`config.mk`:
```
export PLATFORM = sky130hd
export DESIGN_NAME = mosi_line_coherence_controller_unit
export DESIGN_NICKNAME = d
export VERILOG_FILES = /design/src/hdl/mlcc_pkg.sv /design/src/hdl/mosi_line_coherence_controller_unit.sv
export SDC_FILE = /design/constraint.sdc
export NUM_CORES = 1
export LEC_CHECK = 0
export BUFFER_PORTS_ARGS = -buffer_cell sky130_fd_sc_hd__buf_2
export CELL_PAD_IN_SITES_DETAIL_PLACEMENT = 1
export CELL_PAD_IN_SITES_GLOBAL_PLACEMENT = 1
export CORE_ASPECT_RATIO = 1.75
export CORE_MARGIN = 4
export CORE_UTILIZATION = 45
export CTS_CLUSTER_SIZE = 40
export DETAILED_ROUTE_END_ITERATION = 7
export PLACE_DENSITY_LB_ADDON = 0.1
export SLEW_MARGIN = 20
export SYNTH_ARGS = -nofsm -noshare
export SYNTH_HDL_FRONTEND = slang
export SYNTH_SLANG_ARGS = --single-unit
```
`constraint.sdc`:
```
create_clock -name clk -period 10.2 [get_ports clk]
set_input_delay 3.06 -clock clk [delete_from_list [all_inputs] [get_ports clk]]
set_output_delay 3.06 -clock clk [all_outputs]
set_load 0.05 [all_outputs]
```
`src/hdl/mlcc_pkg.sv`:
```
// Shared types and constants for the MOSI line coherence controller.
// No dependencies; imported by the controller and its checker.
`timescale 1ns / 1ps
package mlcc_pkg;

  localparam int ADDR_BITS = 32;
  localparam int ADDR_W    = 32;
  localparam int REQ_ID_W  = 4;

  localparam logic [ADDR_W-1:0] ADDR_MASK =
      (ADDR_BITS >= ADDR_W) ? {ADDR_W{1'b1}}
                            : ADDR_W'((64'd1 << ADDR_BITS) - 64'd1);

  typedef enum logic [2:0] {
    ST_I  = 3'd0,
    ST_S  = 3'd1,
    ST_O  = 3'd2,
    ST_M  = 3'd3,
    ST_IE = 3'd4,
    ST_IM = 3'd5,
    ST_SM = 3'd6,
    ST_FM = 3'd7
  } line_state_t;

  typedef enum logic [2:0] {
    OP_LOAD  = 3'd0,
    OP_STORE = 3'd1,
    OP_GETS  = 3'd2,
    OP_GETM  = 3'd3,
    OP_DATA  = 3'd4
  } opcode_t;

  typedef enum logic [1:0] {
    REQ_NONE = 2'd0,
    REQ_GETS = 2'd1,
    REQ_GETM = 2'd2
  } bus_req_t;

endpackage

```
`src/hdl/mosi_line_coherence_controller_unit.sv`:
```
// An input transfer passes through the input register and then the result register.
// Throughput: one event per cycle unless out_stall holds a result; line state updates
// as an event moves to the result register, so the following event always sees it.
// Reset (rst, synchronous, active high): line state goes to I, both stages empty.
// Depends on mlcc_pkg.
`timescale 1ns / 1ps
module mosi_line_coherence_controller_unit (
  input  logic                         clk,
  input  logic                         rst,
  input  logic                         in_valid,
  output logic                         in_stall,
  input  logic [2:0]                   opcode,
  input  logic [mlcc_pkg::ADDR_W-1:0]  line_addr,
  input  logic [mlcc_pkg::REQ_ID_W-1:0] requester,
  output logic                         out_valid,
  input  logic                         out_stall,
  output logic [1:0]                   bus_request,
  output logic [mlcc_pkg::ADDR_W-1:0]  out_addr,
  output logic                         data_to_proc,
  output logic                         data_on_bus,
  output logic [mlcc_pkg::REQ_ID_W-1:0] data_dest,
  output logic                         shared_assert,
  output logic                         miss,
  output logic                         protocol_error,
  output logic [2:0]                   new_state
);
  import mlcc_pkg::*;

  // input stage
  logic                s1_valid;
  logic [2:0]          s1_opcode;
  logic [ADDR_W-1:0]   s1_addr;
  logic [REQ_ID_W-1:0] s1_req;

  line_state_t line_state;
  line_state_t line_state_next;

  logic     out_ok;
  logic     advance;
  logic     err;
  bus_req_t breq;
  logic     to_proc;
  logic     on_bus;
  logic     shared;
  logic     miss_c;
  logic     send_addr;

  assign out_ok   = !out_valid || !out_stall;
  assign advance  = s1_valid && out_ok;
  assign in_stall = s1_valid && !out_ok;

  always_ff @(posedge clk) begin
    if (rst) begin
      s1_valid <= 1'b0;
    end else if (!in_stall) begin
      s1_valid <= in_valid;
    end
    if (in_valid && !in_stall) begin
      s1_opcode <= opcode;
      s1_addr   <= line_addr & ADDR_MASK;
      s1_req    <= requester;
    end
  end

  // illegal events
  always_comb begin
    case (s1_opcode)
      OP_LOAD, OP_STORE: err = (line_state inside {ST_IE, ST_IM, ST_SM, ST_FM});
      OP_GETS, OP_GETM:  err = 1'b0;
      OP_DATA:           err = (line_state inside {ST_S, ST_O, ST_M});
      default:           err = 1'b1;
    endcase
  end

  // next state
  always_comb begin
    line_state_next = line_state;
    if (!err) begin
      case (s1_opcode)
        OP_LOAD: begin
          if (line_state == ST_I) line_state_next = ST_IE;
        end
        OP_STORE: begin
          case (line_state)
            ST_I:    line_state_next = ST_IM;
            ST_S:    line_state_next = ST_SM;
            ST_O:    line_state_next = ST_FM;
            default: line_state_next = line_state;
          endcase
        end
        OP_GETS: begin
          if (line_state == ST_M) line_state_next = ST_O;
        end
        OP_GETM: begin
          case (line_state)
            ST_S, ST_O, ST_M: line_state_next = ST_I;
            ST_SM, ST_FM:     line_state_next = ST_IM;
            default:          line_state_next = line_state;
          endcase
        end
        OP_DATA: begin
          case (line_state)
            ST_IE:               line_state_next = ST_S;
            ST_IM, ST_SM, ST_FM: line_state_next = ST_M;
            default:             line_state_next = line_state;
          endcase
        end
        default: line_state_next = line_state;
      endcase
    end
  end

  // actions
  always_comb begin
    breq    = REQ_NONE;
    to_proc = 1'b0;
    on_bus  = 1'b0;
    shared  = 1'b0;
    miss_c  = 1'b0;
    if (!err) begin
      case (s1_opcode)
        OP_LOAD: begin
          if (line_state == ST_I) begin
            breq   = REQ_GETS;
            miss_c = 1'b1;
          end else begin
            to_proc = 1'b1;
          end
        end
        OP_STORE: begin
          if (line_state == ST_M) begin
            to_proc = 1'b1;
          end else begin
            breq   = REQ_GETM;
            miss_c = 1'b1;
          end
        end
        OP_GETS, OP_GETM: begin
          shared = (line_state inside {ST_S, ST_O, ST_M, ST_SM, ST_FM});
          on_bus = (line_state inside {ST_O, ST_M, ST_FM});
        end
        OP_DATA: begin
          to_proc = (line_state != ST_I);
        end
        default: begin
          breq = REQ_NONE;
        end
      endcase
    end
  end

  assign send_addr = (breq != REQ_NONE) || to_proc || on_bus;

  always_ff @(posedge clk) begin
    if (rst) begin
      line_state <= ST_I;
      out_valid  <= 1'b0;
    end else begin
      if (advance) line_state <= line_state_next;
      if (out_ok) out_valid <= s1_valid;
    end
    if (advance) begin
      bus_request    <= breq;
      out_addr       <= send_addr ? s1_addr : '0;
      data_to_proc   <= to_proc;
      data_on_bus    <= on_bus;
      data_dest      <= on_bus ? s1_req : '0;
      shared_assert  <= shared;
      miss           <= miss_c;
      protocol_error <= err;
      new_state      <= line_state_next;
    end
  end

endmodule

```
==> results.md <==
- Iter 0 DRT Violations: 221
- Worst r2r src: s1_opcode[2]
- Max incr delay on CP: 300 ps
- FILL cells: 685
- Leading area contributor after synthesis: edfxtp_1
- Status: finished, final reports clean
- Actual slew at the worst max-slew pin: 636 ps
- Levels on crit path: 3
- Post-synthesis sequential area ratio: 0.819
- Routed len/inst: 16.1 um
- Crit Path Class: in2out
- DR vias: 1871
- Netlist cell types: 32
- Achievable frequency: 147 MHz
- Sequential Power Share: 0.541
- Clock power frac: 0.366
- Router iterations before antenna repair: 4
- HP Class: reg2reg
- Final Cycle Share: 0.665
- Start point of the critical path: out_stall
- Count of hold-fix buffers inserted at cts: 0
- Met1 wire length: 2200 um
- RD Place Congestion: 0.780
- Most common cell after layout, fill and taps aside: buf_2
- Clock skew: 7.92 ps
- Max-cap violations: 0
- Crit path top cell by count: buf_2
- R2R cell count: 5
- Top sig layer: met4
- Syn_area_per_cell: 17.2 um2
- Tot GR Track Use: 0.154
- Die Wd: 72.2 um
- CP max FO: 3
- Crit path to: in_stall
- Gr ovfl total: 0
- Setup_tns: 0 ps
- # rows: 40
- Leak Pwr: 0.00156 uW
- Worst Path Buf+Inv: 2
- Layout cells sized above 1: 0.381
- FF+latch count, synth: 90
- Worst EP arrival: 3730 ps
- Die ar.: 0.00868 mm2
- Combinational share of power: 0.093
- H-Tree Depth: 3
- Core ar.: 0.00696 mm2
- Yosys warns: 0
- TritonCTS clock tree: done
- Tot Pwr: 803 uW
- Die H: 120 um
- WL final: 6010 um
- P_int: 619 uW
- R2r setup slk: 8210 ps
- Initial Util: 0.466
- Synthesized cell area: 0.00324 mm2
- Minimum clock period: 6790 ps
- CP startpoint kind: input port
- Hold Fails Final Rpt: 0
- Peak supply drop: 0.165 mV
- Place WS: 3410 ps
- Final net count: 327
- PortBufs: 90
- Number of diodes: 0
- Commonest cells after routing, fill and taps aside: buf_2 (90), edfxtp_1 (85), nor2b_1 (36), nor2_1 (10), clkbuf_16 (9)
- Met2 routed WL: 3240 um
- Post-Synthesis Net Count: 231
- Pwr Density: 197 mW/mm2
- Antenna Violating Nets Remaining: 0
- Vias per cell: 5.02
- Routed wire length on met3: 457 um
- Net Sw Frac: 0.229
- Critical Path Sink Type: output port
- Final setup fails: 0
- DP HPWL: 4160 um
- Yosys top cell area share: 0.788
- Latest clock arrival within the worst-skew pair: 330 ps
- CP delay by family, top: buffers and inverters
- Initial antenna violation count: 0
- Max-slew headroom at the worst pin: 0.576
- Reg2reg end: out_addr[16]
- Critical Path RT: 7140 ps
- Top post-synthesis cells by area: edfxtp_1 (79%), nor2b_1 (7.1%), dfxtp_1 (3.1%), nor2_1 (1.2%), a21oi_1 (1.1%)
- Slowest CP cell: buf_2
- Pins over their slew limit: 0
- # Post-CTS Setup Buffers: 0
- Layout area overhead: 25.9%
- Boundary Pins: 91
- Number of remaining DRC errors: 0
- Setup ws final: 3410 ps
- RSZ-0062 raised after global routing: false
- Psw: 184 uW
- First-pass GRT wire length: 9890 um
- WHS: 499 ps
- CTS sink count: 90
- Total CTS buffers: 9
- Post-Syn Instances: 188
- Clock Pin Slew Worst Setup and Hold Paths: 60 ps
- Largest net degree at the start of global routing: 53
- Crit-path cells: buf_2 > and3_1 > buf_2
- Vias in the first global route: 2021
- Resize count post-CTS: 0
- CTS root buf: clkbuf_16
- CTS Buffer Depth: 2
tightest hold or removal path: stages (launching register included):
cell	delay, ps
dfxtp_1	340
a21oi_1	50
nor2_1	70
cell families after synthesis:
group           count (synthesis)  synth area share
simple gates                   67             0.124
compound gates                 21            0.0413
flops                          90             0.819
buf+inv                        10            0.0162
per-stage QoR:
stage | std cells | utilization | cell area (um2)
after floorplan | 188 | - | 3240
after global placement | 356 | 0.545 | 3790
after detailed placement | 356 | 0.545 | 3790
after CTS | 372 | 0.583 | 4050
after global routing | 373 | 0.587 | 4080
final | 373 | 0.587 | 4080
power groups by stage:
stage / Combinational [uW] / Sequential (uW) / Clock (uW)
4_1_cts: 74.3 / 434 / 303
3_3_place_gp: 72.5 / 441 / 0
3_5_place_dp: 74.3 / 442 / 0
5_1_grt: 80.0 / 436 / 320
6_report: 74.6 / 434 / 294
2_1_floorplan: 20.3 / 472 / 0
Yosys cell counts:
cell      count
edfxtp_1     85
nor2b_1      37
nor2_1       10
a21oi_1       7
buf_2         6
dfxtp_1       5
nand2_1       5
and2_1        4
o21ai_0       4
a311oi_1      2
inv_1         2
a211oi_1      1
a21boi_1      1
a21o_1        1
a221oi_1      1
a22o_1        1
a22oi_1       1
a31oi_1       1
and3_1        1
buf_6         1
clkbuf_1      1
nand2b_1      1
nand3_1       1
nand3b_1      1
nand4b_1      1
nor3_2        1
nor3b_2       1
nor4_1        1
o21a_1        1
or3_1         1
or3_4         1
or3b_1        1
metal layers:
layer  global-route usage  vias up
met4               0.0812        0
met3               0.0483        6
met2                0.261       75
met1                0.167      910
li1                     -      880
met5                    0        -
layout make-up:
cell class	count	area, um2	area share
sequential	90	2650	0.650
clock buffer	15	258	0.0632
inverter	2	7.51	0.00184
multi-input combinational	88	559	0.137
timing repair buffer	93	493	0.121
clock inverter	1	5.00	0.00123
tap	84	105	0.0258
worst min path at each step:
stage	slack, ps	to	startpoint	cells past startpoint
6_report	500	out_valid	s1_valid	2
5_1_grt	540	data_dest[2]	s1_req[2]	1
3_3_place_gp	470	out_valid	s1_valid	2
2_1_floorplan	440	out_valid	s1_valid	2
3_5_place_dp	490	out_valid	s1_valid	2
4_1_cts	500	out_valid	s1_valid	2
registers in the layout, summed over array words and instances, names as in the netlist:
register and flops:
s1_opcode 3, new_state 3, line_state 3, bus_request 2, s1_req 4, data_on_bus 1, s1_valid 1, out_valid 1
miss 1, protocol_error 1, data_dest 4, s1_addr 32, out_addr 32, data_to_proc 1, shared_assert 1
(Power assumes the default switching activity.)
